## src/rtl/ptb_pkg.sv

```systemverilog
// Package: shared constants and codes for the periodic timer bank.
package ptb_pkg;
    localparam int NumSlots = 16;
    localparam int SlotW = 4;
    localparam int MaxResults = 16;

    localparam logic [3:0] FuncTick = 4'd0;
    localparam logic [3:0] FuncCreate = 4'd1;
    localparam logic [3:0] FuncDelete = 4'd2;
    localparam logic [3:0] FuncPause = 4'd3;
    localparam logic [3:0] FuncResume = 4'd4;
    localparam logic [3:0] FuncReady = 4'd5;
    localparam logic [3:0] FuncReset = 4'd6;
    localparam logic [3:0] FuncSetPer = 4'd7;
    localparam logic [3:0] FuncSetCnt = 4'd8;
    localparam logic [3:0] FuncRead = 4'd9;

    localparam logic [1:0] KindFire = 2'd0;
    localparam logic [1:0] KindIdle = 2'd1;
    localparam logic [1:0] KindAck = 2'd2;
    localparam logic [1:0] KindRead = 2'd3;

    // memory word: elapsed, period, remaining
    localparam int WordW = 80;
endpackage

```

## src/rtl/periodic_timer_bank.sv

```systemverilog
// Top level: bank of periodic timer slots kept in one RAM.
// Usage: drive i_valid with a command (func, slot and operands); it is taken
// when i_valid is high and o_stall is low. Each command yields one result,
// a tick yields one result per slot that fired (at most 16, slot order) or
// a single idle result; o_last marks the final result of a command.
// Results leave through an output register with o_valid / i_stall; while a
// full output register is stalled the sequencer waits in place.
// A command passes through a read state and then a modify/write state, which
// loads its result into the output register; the next command is taken once
// the sequencer is back in its idle state.
// A tick visits every slot with a read state and a modify/write state, then
// a flush state for the last fire (or idle) result, which carries o_last; the
// next item is taken once the sequencer is idle again, later when results
// are stalled.
// The last fire of a tick is held in a pending register until the walk ends
// so that o_last can be set on it.
// One item is worked on at a time.
// Reset clears the valid bits, the total time, the sequencer state, the output
// and pending valid flags and the result count; the slot RAM itself is not cleared (valid bits mask stale entries).
module periodic_timer_bank (
    input  logic        i_clk,
    input  logic        i_rst_n,
    input  logic        i_valid,
    output logic        o_stall,
    input  logic [3:0]  i_func,
    input  logic [3:0]  i_slot,
    input  logic [31:0] i_period_ms,
    input  logic [14:0] i_repeat_count,
    input  logic [15:0] i_elapsed_ms,
    input  logic        i_clear_flag,
    output logic        o_valid,
    input  logic        i_stall,
    output logic [1:0]  o_kind,
    output logic [3:0]  o_fired_slot,
    output logic        o_expired,
    output logic signed [15:0] o_count_value,
    output logic [31:0] o_total_time,
    output logic        o_status,
    output logic        o_last
);
    localparam logic [1:0] StIdle = 2'd0;
    localparam logic [1:0] StRead = 2'd1;
    localparam logic [1:0] StMod = 2'd2;
    localparam logic [1:0] StFlush = 2'd3;

    logic [1:0] r_state, n_state;
    logic [ptb_pkg::NumSlots-1:0] r_vld, n_vld;
    logic [31:0] r_total, n_total;
    logic [3:0]  r_func;
    logic [ptb_pkg::SlotW-1:0] r_slot, n_slot;
    logic [31:0] r_per;
    logic [14:0] r_cnt;
    logic [15:0] r_ms;
    logic        r_clr;
    logic [4:0]  r_nres, n_nres;

    // pending fire of the running tick
    logic        r_pv, n_pv;
    logic [ptb_pkg::SlotW-1:0] r_ps, n_ps;
    logic        r_pe, n_pe;
    logic [15:0] r_pc, n_pc;

    logic        r_ov, n_ov;
    logic [1:0]  r_kind, n_kind;
    logic [3:0]  r_oslot, n_oslot;
    logic        r_exp, n_exp;
    logic [15:0] r_cv, n_cv;
    logic [31:0] r_ot, n_ot;
    logic        r_st, n_st;
    logic        r_last, n_last;

    logic        we;
    logic [ptb_pkg::WordW-1:0] wdata, rdata;

    ptb_ram #(.Width(ptb_pkg::WordW), .Depth(ptb_pkg::NumSlots)) u_ram (
        .i_clk(i_clk), .i_we(we), .i_waddr(r_slot), .i_wdata(wdata),
        .i_raddr(r_slot), .o_rdata(rdata)
    );

    logic        accept, out_free;
    logic [31:0] el, per, el_add, el_new;
    logic signed [15:0] rem, rem_new;
    logic        live, is_last_slot, fire, freed;

    assign accept = i_valid && !o_stall;
    assign out_free = !r_ov || !i_stall;
    assign o_stall = r_state != StIdle;
    assign el = rdata[79:48];
    assign per = rdata[47:16];
    assign rem = rdata[15:0];
    assign live = r_vld[r_slot];
    assign is_last_slot = r_slot == ptb_pkg::SlotW'(ptb_pkg::NumSlots - 1);
    assign el_add = el + {16'd0, r_ms};

    always_comb begin
        n_state = r_state;
        n_vld = r_vld;
        n_total = r_total;
        n_slot = r_slot;
        n_nres = r_nres;
        n_pv = r_pv;
        n_ps = r_ps;
        n_pe = r_pe;
        n_pc = r_pc;
        n_ov = r_ov && i_stall;
        n_kind = r_kind;
        n_oslot = r_oslot;
        n_exp = r_exp;
        n_cv = r_cv;
        n_ot = r_ot;
        n_st = r_st;
        n_last = r_last;
        we = 1'b0;
        wdata = rdata;
        el_new = el_add;
        rem_new = rem;
        fire = 1'b0;
        freed = 1'b0;
        case (r_state)
            StIdle: begin
                if (accept) begin
                    n_slot = (i_func == ptb_pkg::FuncTick) ? '0 : i_slot;
                    n_nres = '0;
                    n_pv = 1'b0;
                    if (i_func == ptb_pkg::FuncTick) begin
                        n_total = r_total + {16'd0, i_elapsed_ms};
                    end
                    n_state = StRead;
                end
            end
            StRead: n_state = StMod;
            StMod: begin
                if (out_free) begin
                    if (r_func == ptb_pkg::FuncTick) begin
                        if (live && !rem[15]) begin
                            we = 1'b1;
                            if (el_add >= per) begin
                                fire = 1'b1;
                                el_new = el_add - per;
                                if (rem != 16'sd0) begin
                                    rem_new = rem - 16'sd1;
                                    if (rem == 16'sd1) begin
                                        n_vld[r_slot] = 1'b0;
                                        freed = 1'b1;
                                    end
                                end
                            end
                            wdata = {el_new, per, rem_new};
                        end
                        if (fire && r_nres < 5'(ptb_pkg::MaxResults)) begin
                            n_nres = r_nres + 5'd1;
                            n_pv = 1'b1;
                            n_ps = r_slot;
                            n_pe = freed;
                            n_pc = rem_new;
                            // a newer fire pushes the pending one out
                            if (r_pv) begin
                                n_ov = 1'b1;
                                n_kind = ptb_pkg::KindFire;
                                n_oslot = r_ps;
                                n_exp = r_pe;
                                n_cv = r_pc;
                                n_ot = r_total;
                                n_st = 1'b0;
                                n_last = 1'b0;
                            end
                        end
                        if (is_last_slot) begin
                            n_state = StFlush;
                        end else begin
                            n_slot = r_slot + 1'b1;
                            n_state = StRead;
                        end
                    end else begin
                        n_ov = 1'b1;
                        n_exp = 1'b0;
                        n_cv = '0;
                        n_st = 1'b0;
                        n_oslot = r_slot;
                        n_ot = r_total;
                        n_last = 1'b1;
                        n_state = StIdle;
                        if (r_func == ptb_pkg::FuncRead) begin
                            n_kind = ptb_pkg::KindRead;
                            n_st = !live;
                            n_cv = live ? rem : -16'sd1;
                        end else begin
                            n_kind = ptb_pkg::KindAck;
                            n_st = !live && r_func != ptb_pkg::FuncCreate
                                && r_func <= ptb_pkg::FuncSetCnt;
                            if (r_func == ptb_pkg::FuncCreate) begin
                                we = 1'b1;
                                wdata = {32'd0, r_per, 1'b0, r_cnt};
                                n_vld[r_slot] = 1'b1;
                            end else if (live) begin
                                we = 1'b1;
                                case (r_func)
                                    ptb_pkg::FuncDelete: begin
                                        we = 1'b0;
                                        n_vld[r_slot] = 1'b0;
                                    end
                                    ptb_pkg::FuncPause:
                                        if (!rem[15]) wdata[15:0] = -rem - 16'sd1;
                                    ptb_pkg::FuncResume:
                                        if (rem[15]) wdata[15:0] = -rem - 16'sd1;
                                    ptb_pkg::FuncReady:
                                        wdata[79:48] = r_clr ? per : el + per;
                                    ptb_pkg::FuncReset: wdata[79:48] = '0;
                                    ptb_pkg::FuncSetPer: wdata[79:16] = {32'd0, r_per};
                                    ptb_pkg::FuncSetCnt: wdata[15:0] = {1'b0, r_cnt};
                                    default: we = 1'b0;
                                endcase
                            end
                        end
                    end
                end
            end
            StFlush: begin
                if (out_free) begin
                    n_ov = 1'b1;
                    n_ot = r_total;
                    n_st = 1'b0;
                    n_last = 1'b1;
                    n_pv = 1'b0;
                    n_state = StIdle;
                    if (r_pv) begin
                        n_kind = ptb_pkg::KindFire;
                        n_oslot = r_ps;
                        n_exp = r_pe;
                        n_cv = r_pc;
                    end else begin
                        n_kind = ptb_pkg::KindIdle;
                        n_oslot = '0;
                        n_exp = 1'b0;
                        n_cv = '0;
                    end
                end
            end
            default: n_state = StIdle;
        endcase
    end

    always_ff @(posedge i_clk) begin
        if (!i_rst_n) begin
            r_state <= StIdle;
            r_vld <= '0;
            r_total <= '0;
            r_ov <= 1'b0;
            r_pv <= 1'b0;
            r_nres <= '0;
        end else begin
            r_state <= n_state;
            r_vld <= n_vld;
            r_total <= n_total;
            r_ov <= n_ov;
            r_pv <= n_pv;
            r_nres <= n_nres;
        end
    end

    always_ff @(posedge i_clk) begin
        r_slot <= n_slot;
        if (accept) begin
            r_func <= i_func;
            r_per <= i_period_ms;
            r_cnt <= i_repeat_count;
            r_ms <= i_elapsed_ms;
            r_clr <= i_clear_flag;
        end
        r_ps <= n_ps;
        r_pe <= n_pe;
        r_pc <= n_pc;
        r_kind <= n_kind;
        r_oslot <= n_oslot;
        r_exp <= n_exp;
        r_cv <= n_cv;
        r_ot <= n_ot;
        r_st <= n_st;
        r_last <= n_last;
    end

    assign o_valid = r_ov;
    assign o_kind = r_kind;
    assign o_fired_slot = r_oslot;
    assign o_expired = r_exp;
    assign o_count_value = r_cv;
    assign o_total_time = r_ot;
    assign o_status = r_st;
    assign o_last = r_last;

`ifndef SYNTH
    a_stall_busy: assert property (@(posedge i_clk) disable iff (!i_rst_n)
        (r_state != StIdle) |-> o_stall) else $error("busy without stall");
    a_hold: assert property (@(posedge i_clk) disable iff (!i_rst_n)
        (o_valid && i_stall) |=> (o_valid && $stable(o_kind) && $stable(o_fired_slot)
        && $stable(o_expired) && $stable(o_count_value) && $stable(o_total_time)
        && $stable(o_status) && $stable(o_last)))
        else $error("stalled result changed");
    a_total: assert property (@(posedge i_clk) disable iff (!i_rst_n)
        (r_state != StIdle) |=> $stable(r_total) || $past(r_state) == StIdle)
        else $error("total changed mid item");
    a_idle_last: assert property (@(posedge i_clk) disable iff (!i_rst_n)
        (o_valid && o_kind == ptb_pkg::KindIdle) |-> o_last)
        else $error("idle result without last");
`endif
endmodule

```

## src/rtl/ptb_ram.sv

```systemverilog
// Generic single-port-write, single-read RAM with registered read data.
module ptb_ram #(
    parameter int Width = 8,
    parameter int Depth = 16
) (
    input  logic                     i_clk,
    input  logic                     i_we,
    input  logic [$clog2(Depth)-1:0] i_waddr,
    input  logic [Width-1:0]         i_wdata,
    input  logic [$clog2(Depth)-1:0] i_raddr,
    output logic [Width-1:0]         o_rdata
);
    logic [Width-1:0] r_mem [Depth];

    always_ff @(posedge i_clk) begin
        if (i_we) begin
            r_mem[i_waddr] <= i_wdata;
        end
        o_rdata <= r_mem[i_raddr];
    end
endmodule

```

## config.mk

```make
export PLATFORM = sky130hd
export DESIGN_NAME = periodic_timer_bank
export DESIGN_NICKNAME = d
export VERILOG_FILES = /design/src/rtl/ptb_pkg.sv /design/src/rtl/periodic_timer_bank.sv /design/src/rtl/ptb_ram.sv
export SDC_FILE = /design/constraint.sdc
export NUM_CORES = 2
export LEC_CHECK = 0
export ABC_CLOCK_PERIOD_IN_PS = 17600
export BUFFER_PORTS_ARGS = -buffer_cell sky130_fd_sc_hd__buf_4
export CORE_AREA = 3 3 543 276
export DETAILED_ROUTE_END_ITERATION = 8
export DIE_AREA = 0 0 546 279
export PLACE_DENSITY = 0.56
export SYNTH_ARGS = -nofsm -noshare
export SYNTH_HDL_FRONTEND = slang
export SYNTH_SLANG_ARGS = --single-unit
```

## constraint.sdc

```tcl
create_clock -name i_clk -period 17.6 [get_ports i_clk]
set_input_delay 5.28 -clock i_clk [delete_from_list [all_inputs] [get_ports i_clk]]
set_output_delay 5.28 -clock i_clk [all_outputs]
set_load 0.02 [all_outputs]
```

# Word level (Yosys, flattened, before mapping)
# Memories as Yosys holds them, arrays and structs flattened. A register that Yosys moved wholly into a read port is not among the register bits.
# Index checks and enable logic that the tools add are counted.
# totals
reg_bits	207
ramBits	1280
input_bits	76
memories	1
# op_classes
add_sub_neg	9
magnitude_cmp	5
n_eq_ne	28
n_mux	122
bitwise_logic	3
n_reduce_logical	34
# memory_table
name	words	width	read_ports	rd_ports_with_merged_regs	write_ports	line	text
u_ram.r_mem	16	80	1	1	1	ptb_ram.sv:13	logic [Width-1:0] r_mem [Depth];
# op_table
op	count
2-to-1 mux 80 bit	7
2-to-1 mux 16 bit	22
2-to-1 mux 32 bit	8
case mux 32 bit (2 select lines)	2
adder 32 x 16 -> 32 bit	2
case mux 16 bit (3 select lines)	1
2-to-1 mux 1 bit	44
2-to-1 mux 4 bit	11
adder 32 bit	1
>= comparator 32 bit	1
case mux 16 bit (2 select lines)	1
subtractor 16 x 2 -> 16 bit (second input constant)	2
subtractor 32 bit	1
2-to-1 mux 2 bit	10
2-to-1 mux 5 bit	4
AND 16 bit	1
== test 16 x 2 -> 1 bit (second input constant)	1
== test 4 x 3 -> 1 bit (second input constant)	4
negator 16 bit	1
NOT 16 bit	1
OR 16 bit	1
case mux 4 bit (2 select lines)	2
nonzero test 16 bit	1
AND reduction 5 bit	3
35 further kinds	69

# Longest topological paths before layout
# logic_depth
depth_word	12
ltp_mapped	21
ltp_nobuf	19

# Cells and area by module
# A second synthesis with hierarchy kept.
# unflattened
hier_cells	3909
area_unflattened_um2	65216.3
# modules_own_cells
mod	instances	cells_per_inst	area_each_um2	seq_area_each_um2
ptb_ram	1	2054	49422.4	40038.4
periodic_timer_bank	1	1855	15793.9	5645.4

# Least setup slack after synthesis
# OpenSTA, ideal clock, no wires.
# synth_path
kind	in2reg
from	input port i_stall
to	memory u_ram.r_mem[9][0] (netlist name), enable pin
arrival_time_ns	9.856
path_slack_ns	7.225
stages	7
cell_sequence	nand2_1 nand2_1 clkbuf_1 a21oi_1 o221ai_1 clkbuf_1 nor2_1
# synth_via
elab_chain_cells	6
# synth_rtl
item	line	text
start, declared	periodic_timer_bank.sv:32	input logic i_stall,
logical NOT 1 bit	periodic_timer_bank.sv:86	assign out_free = !r_ov || !i_stall;
logical OR 1 bit	periodic_timer_bank.sv:86	
2-to-1 mux 1 bit	periodic_timer_bank.sv:133	if (out_free) begin
2-to-1 mux 1 bit	periodic_timer_bank.sv:119	case (r_state)
2-to-1 mux 1 bit	ptb_ram.sv:16	if (i_we) begin
2-to-1 mux 1 bit (implied by the code)	ptb_ram.sv:17	r_mem[i_waddr] <= i_wdata;
end, declared	ptb_ram.sv:13	
# No other way between the ends.

# Worst setup path after layout
# layout_path
from	input port i_stall
to	memory u_ram.r_mem[1][72] (netlist name), enable pin
# Same word-level chain as after synthesis.

==> results.cfg <==
[finish]
layout_commonest_cell = edfxtp_1
layout.cells.non_filler = 5929
drive_gt1_share_pct = 23.2
fin_util_pct = 50.7
nNetsFinal = 4029
area_delta_synth_final_pct = 13.0
postLayoutCellArea_mm2 = 0.0736
mostFrequentLayoutCells = edfxtp_1 (1430), mux4_2 (404), buf_4 (214), nand2_1 (204), clkbuf_16 (144)

[worst_setup_path]
path_delay_family = buffers and inverters
crit_path_cell_trace = buf_4, nand2_1, nand2_1, buf_4, a21oi_1, o221ai_4, buf_4, nor2_4, buf_4, buf_4
end_kind = flip-flop
critPathBufInv = 5
start_kind = primary input
max_stage_delay_ns = 0.78
path_max_fanout = 41
crit_arrival_ns = 8.73
path_common_cell = buf_4
crit_required_ns = 17.97
path_class = in2reg
slowest_stage = buf_4

[drt]
finalWirelength_um = 171000
wl_per_cell_um = 28.8
antenna_left = 0
wl_met2_um = 77100
first_iter_violations = 3788
wl_met1_um = 79200
drcViolationCount = 0
highest_layer = met4
vias = 35700
wl_met3_um = 11500
dr.pass1.iters = 8
viasPerCell = 6.02

[clocking]
root_buffer = clkbuf_16
path_clk_slew_ns = 0.06
cts_tree = built
ctsHoldBuffers = 0
cts_setup_buffers = 0
cts_buffer_depth = 3
clock_sinks = 1567
cts_max_level = 4
clk_latency_ns = 0.77
cts.repair.resized = 0
cts_buffers = 142

[power]
p_leak_nw = 24.1
max-vdd-ir-drop_uv = 107
power.total_mw = 11.3
pwr_density_cell_mw_per_mm2 = 154

[logic_synthesis]
synthCells = 3656
synth_edf_count = 1430
synth_cell_type_count = 83
netlist_area_mm2 = 0.0652
ys_seq_area_share_pct = 70.1
ys_warn_count = 0
synthArstFlopShare_pct = 0
ys_ff_latch = 1567
synthesis.nets = 3843
synth-main-ff-cell = edfxtp_1
synth_area_per_cell_um2 = 17.8

[global_route]
grtUsageTotal_pct = 22.3
first_global_vias = 35600
gr-total-overflow = 0
grt_start_max_net_pins = 115
antenna_found_initial = 6
grt_pass1_wl_um = 249000

[timing]
fin_crit_ns = 8.35
finalMaxSlewViolations = 0
max-slew-margin-rel_pct = 8.10
final_hold_viol_count = 0
finalClockSkew_ns = 0.0377
rsz0062_at_grt = false
fin_ws_ns = 9.25
tightest_slew_ns = 1.38
holdWs_ns = 0.446
setup_viol = 0
clock.fmax_mhz = 120
min_period_over_period_pct = 47.5
final.setup.tns_ns = 0

[floorplanning]
die_x_um = 546
rows = 99
die_h_um = 279
ios = 135
core_area_mm2 = 0.145
start_util_pct = 44.8
die-area_mm2 = 0.152

[place]
dp.cells = 5667
dp_slack_ns = 8.45
hpwl_um = 101000
portBuffers = 134
gp_congestion = 0.895
place_area_mm2 = 0.0688

[run_status]
status = completed

[job]
maxCapViolations = 0

[worst_hold_path]
hold_path_class = reg2reg
==> state kept, by name, indices dropped and copies added (netlist names), named ones only <==
signal         flops
o_valid            1
u_ram.o_rdata     80
r_func             4
r_ps               4
u_ram.r_mem     1280
r_total           32
r_state            2
o_count_value     16
r_per             32
o_last             1
r_pe               1
o_status           1
o_kind             2
r_ms              16
r_slot             4
o_total_time      32
o_fired_slot       4
r_cnt             15
r_pc              16
r_pv               1
r_clr              1
r_nres             5
o_expired          1
==> area by class of cell <==
cell class / instances / area (um2)
inverters: 70 / 265
clock buffers: 186 / 3890
fillers: 11800 / 71700
repair buffers: 219 / 1710
flip-flops and latches: 1567 / 45700
clock inverters: 75 / 925
well taps: 1969 / 2460
diodes: 1 / 2.50
multi-input cells: 1842 / 18700
==> cells in the mapped netlist, types with 12 or more instances <==
library cell  number  area share (%)
inv_1             68            0.39
and3_1            30            0.29
mux2_2            35            0.60
nor3_1            30            0.23
dfxtp_1          137             4.2
edfxtp_1        1430              66
buf_1             31            0.18
a21oi_1          143             1.1
or3_1             18            0.17
nand2b_1          28            0.27
o21bai_1          12            0.14
a31oi_1           24            0.23
mux4_2           404              14
ha_1             107             2.1
a211oi_1          15            0.17
o21ai_0          144             1.1
nand2_1          204             1.2
nand4_1           22            0.21
xor2_1            47            0.63
o211ai_1          30            0.35
and2_1            17            0.16
a22oi_1           21            0.24
buf_2             14            0.11
nor2_1           137            0.79
xnor2_1           71            0.95
nand3_1           61            0.47
a21o_1            41            0.47
a22o_1            12            0.16
clkbuf_1         126            0.73
==> per-layer routing <==
layer,track usage (%),vias to the layer above
met5,0,-
met4,4.61,0
met3,3.55,208
met2,33.7,1298
met1,34.5,19000
li1,-,15200
==> report_power, final <==
part	switching [mW]	leakage (nW)	internal [mW]
clock	1.39	2.36	1.83
combinational	1.98	7.68	1.27
sequential	0.251	14.0	4.59
==> final timing paths <==
path / slack, ns / depth (start not counted) / from / end
max: 9.25 / 10 / i_stall / u_ram.r_mem[1][72]
min: 0.45 / 0 / r_total[31] / o_total_time[31]
max reg2reg: 9.89 / 18 / r_ms[0] / u_ram.r_mem[4][75]
min reg2reg: 0.45 / 0 / r_total[31] / o_total_time[31]
==> worst register-to-register path, delay by kind of cell (launching register included) <==
kind                     cells  cell delay [ns]
AO/OA/AOI/OAI               11             4.27
XOR/XNOR                     1             0.24
adder cells (fa/ha/maj)      3             1.01
flip-flops                   1             0.44
AND/OR/NAND/NOR              3             1.43
==> logic make-up after synthesis <==
logic type,Yosys count,synth area share [%]
DFF,1567,70.1
and+or+nand+nor,605,4.42
AOI/OAI and AO/OA,560,5.51
muxes,448,14.7
buffers and inverters,247,1.49
xor gates and xnor gates,118,1.59
adders and majority gates,111,2.18
(Power assumes the default switching activity.)
